==> src/hw/rtl/mhfl_pkg.sv <==
// Package with the types, constants and helpers of the mail header field locator.
`default_nettype none

package mhfl_pkg;

  localparam int MaxNameChars = 16;
  localparam int OffsetBits   = 24;
  localparam int NameLenBits  = $clog2(MaxNameChars + 1);
  localparam int CfgIndexBits = 2;
  localparam int CfgDataBits  = 64;

  localparam logic [CfgIndexBits-1:0] RegNameLow  = 2'd0;
  localparam logic [CfgIndexBits-1:0] RegNameHigh = 2'd1;
  localparam logic [CfgIndexBits-1:0] RegNameLen  = 2'd2;

  localparam logic [7:0] ChColon = 8'h3a;
  localparam logic [7:0] ChCr    = 8'h0d;
  localparam logic [7:0] ChLf    = 8'h0a;
  localparam logic [7:0] ChSpace = 8'h20;
  localparam logic [7:0] ChTab   = 8'h09;

  localparam logic [OffsetBits-1:0] OffsetMax = {OffsetBits{1'b1}};

  typedef enum logic [3:0] {
    MODE_NAME      = 4'd0,
    MODE_COLON     = 4'd1,
    MODE_SKIP      = 4'd2,
    MODE_AFTER_LF  = 4'd3,
    MODE_AFTER_CR  = 4'd4,
    MODE_VALUE     = 4'd5,
    MODE_FOLD_CR   = 4'd6,
    MODE_FOLD_LF   = 4'd7,
    MODE_FOLD_CRLF = 4'd8
  } scan_mode_t;

  typedef struct packed {
    logic                  found;
    logic [OffsetBits-1:0] value_offset;
  } result_t;

  function automatic logic [7:0] fold_case(input logic [7:0] c);
    logic [7:0] r;
    r = c;
    if (c >= 8'h41 && c <= 8'h5a) begin
      r = c + 8'd32;
    end
    return r;
  endfunction

  function automatic logic is_blank(input logic [7:0] c);
    return (c == ChSpace) || (c == ChTab);
  endfunction

endpackage

`default_nettype wire

==> src/hw/rtl/mail_header_field_locator.sv <==
// Top level of the mail header field locator: scanner, result register and skid stage.
//
// Article bytes enter on the s_ side, one byte per word, with s_tlast on the final
// byte. The block compares the first line that starts with the configured header
// name (case blind, then a colon and a blank), skips blanks and folded lines, and
// gives exactly one result word per article on the m_ side: m_tuser is the found
// flag and m_tdata the offset of the first value byte, or zero when not found.
// Bytes after the result are ignored until s_tlast, which also restarts the scan.
// The name is set through cfg_we, cfg_index and cfg_data while the block is idle.
// One byte is accepted every cycle while s_tready is high; the work for a byte is one
// pass of the scan state machine between the scan registers and the result register.
// The result that a byte causes is registered before it shows on m_tvalid.
// When the receiver stalls, one further result is held in a skid register, so
// s_tready drops only while that skid register is full.
// Reset clears the scan state, the valid flags of both result registers and the name registers
// (name length one, all name characters zero).
`default_nettype none

module mail_header_field_locator (
  input  wire logic                                clk,
  input  wire logic                                rst,
  input  wire logic                                s_tvalid,
  output logic                                     s_tready,
  input  wire logic [7:0]                          s_tdata,   // data_byte [7:0]
  input  wire logic                                s_tlast,   // last_byte
  output logic                                     m_tvalid,
  input  wire logic                                m_tready,
  output logic [mhfl_pkg::OffsetBits-1:0]          m_tdata,   // value_offset [23:0]
  output logic                                     m_tuser,   // found
  input  wire logic                                cfg_we,
  input  wire logic [mhfl_pkg::CfgIndexBits-1:0]   cfg_index,
  input  wire logic [mhfl_pkg::CfgDataBits-1:0]    cfg_data
);
  import mhfl_pkg::*;

  typedef struct packed {
    scan_mode_t             mode;
    logic [NameLenBits-1:0] pos;
  } cmp_t;

  logic [63:0]            name_chars_low;
  logic [63:0]            name_chars_high;
  logic [NameLenBits-1:0] name_length;

  scan_mode_t             scan_mode, scan_mode_next;
  logic [NameLenBits-1:0] name_position, name_position_next;
  logic [OffsetBits-1:0]  byte_position, byte_position_next;
  logic                   result_given, result_given_next;

  logic    accept;
  logic    res_valid;
  result_t res;
  result_t out_reg;
  result_t skid;
  logic    out_valid;
  logic    skid_valid;

  logic [NameLenBits-1:0] eff_len;
  logic [7:0]             c;
  cmp_t                   cmp_cont;
  cmp_t                   cmp_begin;

  assign eff_len = (name_length > NameLenBits'(MaxNameChars)) ?
                   NameLenBits'(MaxNameChars) : name_length;
  assign c = s_tdata;

  function automatic logic [7:0] name_char(input logic [NameLenBits-1:0] k,
                                           input logic [63:0] lo,
                                           input logic [63:0] hi);
    logic [127:0] all;
    all = {hi, lo};
    return all[{k[3:0], 3'b000} +: 8];
  endfunction

  function automatic cmp_t compare_byte(input scan_mode_t m,
                                        input logic [NameLenBits-1:0] p,
                                        input logic [7:0] ch,
                                        input logic [NameLenBits-1:0] len,
                                        input logic [63:0] lo,
                                        input logic [63:0] hi);
    cmp_t r;
    r.mode = m;
    r.pos  = p;
    if (ch == ChLf) begin
      r.mode = MODE_AFTER_LF;
    end else if (m == MODE_COLON) begin
      r.mode = is_blank(ch) ? MODE_VALUE : MODE_SKIP;
    end else if (p < len) begin
      if (fold_case(ch) == fold_case(name_char(p, lo, hi))) begin
        r.pos = p + 1'b1;
      end else begin
        r.mode = MODE_SKIP;
      end
    end else begin
      r.mode = (ch == ChColon) ? MODE_COLON : MODE_SKIP;
    end
    return r;
  endfunction

  assign cmp_cont  = compare_byte(scan_mode, name_position, c, eff_len,
                                  name_chars_low, name_chars_high);
  assign cmp_begin = compare_byte(MODE_NAME, '0, c, eff_len,
                                  name_chars_low, name_chars_high);

  assign s_tready = !skid_valid;
  assign accept   = s_tvalid && s_tready;

  always_comb begin
    logic done;
    logic found;
    done               = 1'b0;
    found              = 1'b0;
    scan_mode_next     = scan_mode;
    name_position_next = name_position;
    byte_position_next = byte_position;
    result_given_next  = result_given;
    res_valid          = 1'b0;
    res.found          = 1'b0;
    res.value_offset   = '0;
    if (accept) begin
      if (!result_given) begin
        case (scan_mode)
          MODE_NAME, MODE_COLON: begin
            scan_mode_next     = cmp_cont.mode;
            name_position_next = cmp_cont.pos;
          end
          MODE_SKIP: begin
            if (c == ChLf) begin
              scan_mode_next = MODE_AFTER_LF;
            end
          end
          MODE_AFTER_LF: begin
            if (c == ChLf) begin
              done = 1'b1;
            end else if (c == ChCr) begin
              scan_mode_next = MODE_AFTER_CR;
            end else begin
              scan_mode_next     = cmp_begin.mode;
              name_position_next = cmp_begin.pos;
            end
          end
          MODE_AFTER_CR: begin
            if (c == ChLf) begin
              done = 1'b1;
            end else begin
              scan_mode_next     = cmp_begin.mode;
              name_position_next = cmp_begin.pos;
            end
          end
          MODE_VALUE: begin
            if (c == ChCr) begin
              scan_mode_next = MODE_FOLD_CR;
            end else if (c == ChLf) begin
              scan_mode_next = MODE_FOLD_LF;
            end else if (!is_blank(c)) begin
              found = 1'b1;
              done  = 1'b1;
            end
          end
          MODE_FOLD_CR: begin
            if (is_blank(c)) begin
              scan_mode_next = MODE_VALUE;
            end else if (c == ChLf) begin
              scan_mode_next = MODE_FOLD_CRLF;
            end else begin
              done = 1'b1;
            end
          end
          default: begin
            if (is_blank(c)) begin
              scan_mode_next = MODE_VALUE;
            end else begin
              done = 1'b1;
            end
          end
        endcase
        if (s_tlast) begin
          done = 1'b1;
        end
        if (done) begin
          result_given_next = 1'b1;
          res_valid         = 1'b1;
          res.found         = found;
          res.value_offset  = found ? byte_position : '0;
        end
      end
      if (s_tlast) begin
        scan_mode_next     = MODE_NAME;
        name_position_next = '0;
        byte_position_next = '0;
        result_given_next  = 1'b0;
      end else if (byte_position != OffsetMax) begin
        byte_position_next = byte_position + 1'b1;
      end
    end
  end

  always_ff @(posedge clk) begin
    if (rst) begin
      scan_mode     <= MODE_NAME;
      name_position <= '0;
      byte_position <= '0;
      result_given  <= 1'b0;
    end else begin
      scan_mode     <= scan_mode_next;
      name_position <= name_position_next;
      byte_position <= byte_position_next;
      result_given  <= result_given_next;
    end
  end

  always_ff @(posedge clk) begin
    if (rst) begin
      name_chars_low  <= '0;
      name_chars_high <= '0;
      name_length     <= NameLenBits'(1);
    end else if (cfg_we) begin
      case (cfg_index)
        RegNameLow:  name_chars_low  <= cfg_data;
        RegNameHigh: name_chars_high <= cfg_data;
        RegNameLen:  name_length     <= cfg_data[NameLenBits-1:0];
        default:     ;
      endcase
    end
  end

  always_ff @(posedge clk) begin
    if (rst) begin
      out_valid  <= 1'b0;
      skid_valid <= 1'b0;
    end else if (!out_valid || m_tready) begin
      if (skid_valid) begin
        out_valid  <= 1'b1;
        skid_valid <= 1'b0;
      end else begin
        out_valid <= res_valid;
      end
    end else if (res_valid) begin
      skid_valid <= 1'b1;
    end
  end

  always_ff @(posedge clk) begin
    if (!out_valid || m_tready) begin
      out_reg <= skid_valid ? skid : res;
    end else if (res_valid) begin
      skid <= res;
    end
  end

  assign m_tvalid = out_valid;
  assign m_tdata  = out_reg.value_offset;
  assign m_tuser  = out_reg.found;

  a_skid_needs_out: assert property (@(posedge clk) disable iff (rst)
    skid_valid |-> out_valid)
    else $error("skid register full while output register empty");

  a_last_restarts: assert property (@(posedge clk) disable iff (rst)
    accept && s_tlast |=> !result_given && byte_position == '0)
    else $error("scan state not restarted after last byte");

  a_last_gives_result: assert property (@(posedge clk) disable iff (rst)
    accept && s_tlast && !result_given |=> m_tvalid)
    else $error("no result for an article ending without one");

  a_one_result: assert property (@(posedge clk) disable iff (rst)
    result_given && accept && !s_tlast |-> !res_valid)
    else $error("second result for one article");

  a_not_found_zero: assert property (@(posedge clk) disable iff (rst)
    m_tvalid && !m_tuser |-> m_tdata == '0)
    else $error("not-found result with nonzero offset");

endmodule

`default_nettype wire

==> config.mk <==
export PLATFORM = sky130hd
export DESIGN_NAME = mail_header_field_locator
export DESIGN_NICKNAME = d
export VERILOG_FILES = /design/src/hw/rtl/mhfl_pkg.sv /design/src/hw/rtl/mail_header_field_locator.sv
export SDC_FILE = /design/constraint.sdc
export NUM_CORES = 1
export LEC_CHECK = 0
export ABC_CLOCK_PERIOD_IN_PS = 6400
export CORE_UTILIZATION = 45
export CTS_CLUSTER_SIZE = 28
export DETAILED_ROUTE_END_ITERATION = 10
export DONT_BUFFER_PORTS = 1
export PLACE_DENSITY_LB_ADDON = 0.15
export SYNTH_ARGS = -nofsm -noshare
export SYNTH_HDL_FRONTEND = slang
export SYNTH_SLANG_ARGS = --single-unit
==> constraint.sdc <==
create_clock -name clk -period 6.4 [get_ports clk]
set_input_delay 1.28 -clock clk [delete_from_list [all_inputs] [get_ports clk]]
set_output_delay 1.28 -clock clk [all_outputs]
set_load 0.01 [all_outputs]
==> metrics.yaml <==
globalRouteOverflowTotal: 0
synth_ff_type: "dfxtp_1"
synthAdderAreaFrac_pct: 1.10
ys_ff_latch: 219
cts_made_buffers: 24
setup_tns_ns: 0
synth-xor-area-share_pct: 2.83
synth_top_family_by_area: "simple AND/OR/NAND/NOR gates"
first_iter_violations: 583
dp.cells: 1323
cts_tree: "done"
antenna_found_initial: 0
cts_max_level: 1
grt_use_total_pct: 22.0
crit_chain: "buf_4 -> mux4_1 -> a22o_1 -> nor2_2 -> xor2_1 -> o211ai_1 -> nor4_2 -> and3b_1 -> a311oi_2 -> o311ai_1 -> o41ai_1"
r2r_cells: 11
clockPowerShare_pct: 46.8
io_buffers: 0
routed.top_layer: "met4"
cp_num_cells: 11
synth_warnings: 0
crit_start: "name_position[1]"
outcome: "complete, but fails checks"
skew_ns: 0.0124
wl_met1_mm: 12.1
place.gp.congestion: 0.868
clock-sinks: 219
nets: 1158
final_hold_viol_count: 0
arrival_ns: 4.44
p_total_mw: 3.06
r2r_setup_slack_ns: 2.35
postRouteWirelength_mm: 25.3
clk_pin_slew_worst_paths_ns: 0.06
wl_met3_mm: 1.88
netlist_instances: 1105
violations: "design-rule violations"
postRouteAntennaNets: 0
setup_viol: 0
hpwl_mm: 16.9
final_cell_mix: "287 x nand2_1, 168 x dfxtp_1, 149 x a21oi_1"
synth_mux_area_share_pct: 9.09
crit_required_ns: 6.80
wl_met2_mm: 10.9
firstDrtPassIters: 10
hold_path_class: "flip-flop to flip-flop"
tightest_slew_ns: 1.14
rsz0062_at_grt: "no"
clk_path_buf_depth: 3
cts-resized-gates: 0
ys_seq_area_share_pct: 47.8
r2r_start: "name_position[1]"
path_class: "flip-flop to flip-flop"
switching_power_mw: 0.665
critPathTopFamily: "compound AO/OA/AOI/OAI gates"
area_delta_synth_final_pct: 9.06
finalCritPeriodShare_pct: 63.3
synthSimpleGateAreaFrac_pct: 20.3
peakVddDrop_uv: 179
power.density_nw_per_um2: 274
die_h_um: 153
floorplan.initialDensity_pct: 46.4
slew_headroom_pct: 23.7
vias: 7618
post_drt_wl_per_cell_um: 18.5
hold_buffers: 0
r2r-end: "name_position[4]"
synth_fp_nets: 1194
grt_max_degree: 146
synth_async_sr_flop_share_pct: 0
cp_slowest_stage_delay_ns: 0.86
p_comb_share_pct: 5.0
drive_gt1_share_pct: 8.92
place_ws_ns: 2.06
cap_violations: 0
insertion_delay_ns: 0.52
io_pins: 107
min_period_ns: 4.05
ys_types: 77
cp-start-kind: "flip-flop"
slew_violations: 0
setup_ws_ns: 2.35
dieArea_um2: 23300
core_area_um2: 22000
crit_path_end: "name_position[4]"
cts_root_buf: "clkbuf_16"
synth_compound_area_share_pct: 15.1
p_leak_nw: 4.09
yosysTopAreaCell: "dfxtp_1"
synth_area_per_cell_um2: 9.25
grt_pass1_wl_mm: 40.7
path_max_fanout: 26
yosysTopAreaCellShare_pct: 33.1
layout.cells.non_filler: 1367
antenna_cells: 0
cp_slowest_cell: "dfxtp_2"
end_kind: "flip-flop"
die_w_um: 153
synthTopCellsByArea: "dfxtp_1 33%, edfxtp_1 15%, nand2_1 11%"
avgViaCountPerCell: 5.57
crit_buf_inv: 1
pwr-share-seq_pct: 48.2
p_int_mw: 2.39
synth_area_um2: 10200
sw_frac_of_total_pct: 21.8
synth_edf_count: 50
cts_setup_buffers: 0
first_global_vias: 7213
fp-row-count: 54
route.detailed.drc: 4
fmax_mhz: 247
final_common_cell: "nand2_1"
==> routing by layer <==
metal,global-route usage [%],vias to the layer above
met2,32.6,190
met4,6.01,0
met1,31.9,3596
li1,-,3793
met5,0,-
met3,5.12,39
==> cell usage after synthesis, types with 4 or more instances <==
cell	n
a21oi_1	149
nand2_1	287
nor3_1	12
and2_1	26
a21o_1	30
o21ai_0	12
and3_1	6
a22o_1	8
nor2b_1	9
inv_1	13
xor2_1	21
or3b_2	4
xnor2_1	12
mux2i_1	25
clkbuf_1	59
or3_1	7
and4_1	4
buf_6	4
o211ai_1	4
o31ai_1	4
dfxtp_1	169
nand3b_1	4
a221oi_1	4
ha_1	9
nand3_1	15
edfxtp_1	50
buf_2	4
mux4_1	7
nand4_1	7
nor2_1	50
mux4_2	20
==> metrics by stage <==
stage	hold WS, ns	utilization (%)	instance area (µm²)
finish	0.451	50.6	11200
floorplan	0.432	-	10200
global route	0.470	50.6	11200
detailed placement	0.439	46.9	10300
CTS	0.447	50.6	11200
global placement	0.435	46.9	10300
==> how the worst min path moves through the flow <==
stage                        startpoint                  end  slack (ns)  cells past startpoint
floorplan           name_chars_high[18]  name_chars_high[18]        0.43                      2
global placement     name_chars_high[9]   name_chars_high[9]        0.44                      2
detailed placement   name_chars_low[26]   name_chars_low[26]        0.44                      2
CTS                  name_chars_low[26]   name_chars_low[26]        0.45                      2
global route        name_chars_high[42]  name_chars_high[42]        0.47                      2
finish               name_chars_low[59]   name_chars_low[59]        0.45                      2
==> power by group through the flow <==
stage	Sequential (mW)	Clock (mW)	Combinational (mW)
detailed placement	1.50	0	0.155
global route	1.48	1.51	0.173
floorplan	1.49	0	0.143
finish	1.47	1.43	0.154
global placement	1.50	0	0.152
CTS	1.47	1.45	0.156
==> flip-flops by register name (all words and copies together), names as in the netlist, 4 cells and up <==
name             flops
skid                25
name_chars_low      64
byte_position       24
m_tdata             24
scan_mode            4
name_chars_high     64
name_length          5
name_position        5
==> worst reg2reg max path, cell delays in order (launching register included) <==
cell	delay (ns)
dfxtp_2	0.86
buf_4	0.42
mux4_1	0.60
a22o_1	0.25
nor2_2	0.29
xor2_1	0.18
o211ai_1	0.11
nor4_2	0.39
and3b_1	0.24
a311oi_2	0.15
o311ai_1	0.33
o41ai_1	0.12
==> area by class of cell <==
| cell class | count | area [µm²] |
|---|---|---|
| Inverter | 13 | 48.8 |
| Sequential cell | 219 | 4890 |
| Clock buffer | 39 | 718 |
| Fill cell | 2101 | 10900 |
| Tap cell | 280 | 350 |
| Clock inverter | 5 | 100 |
| Timing Repair Buffer | 10 | 75.1 |
| Multi-Input combinational cell | 801 | 4970 |
==> logic make-up after synthesis <==
| group | Yosys count |
|---|---|
| xor gates and xnor gates | 33 |
| DFF | 219 |
| AOI/OAI and AO/OA | 245 |
| muxes | 55 |
| adders and majority gates | 9 |
| buffers and inverters | 85 |
| and+or+nand+nor | 459 |
Note: power is estimated with default switching activity, not from simulation.
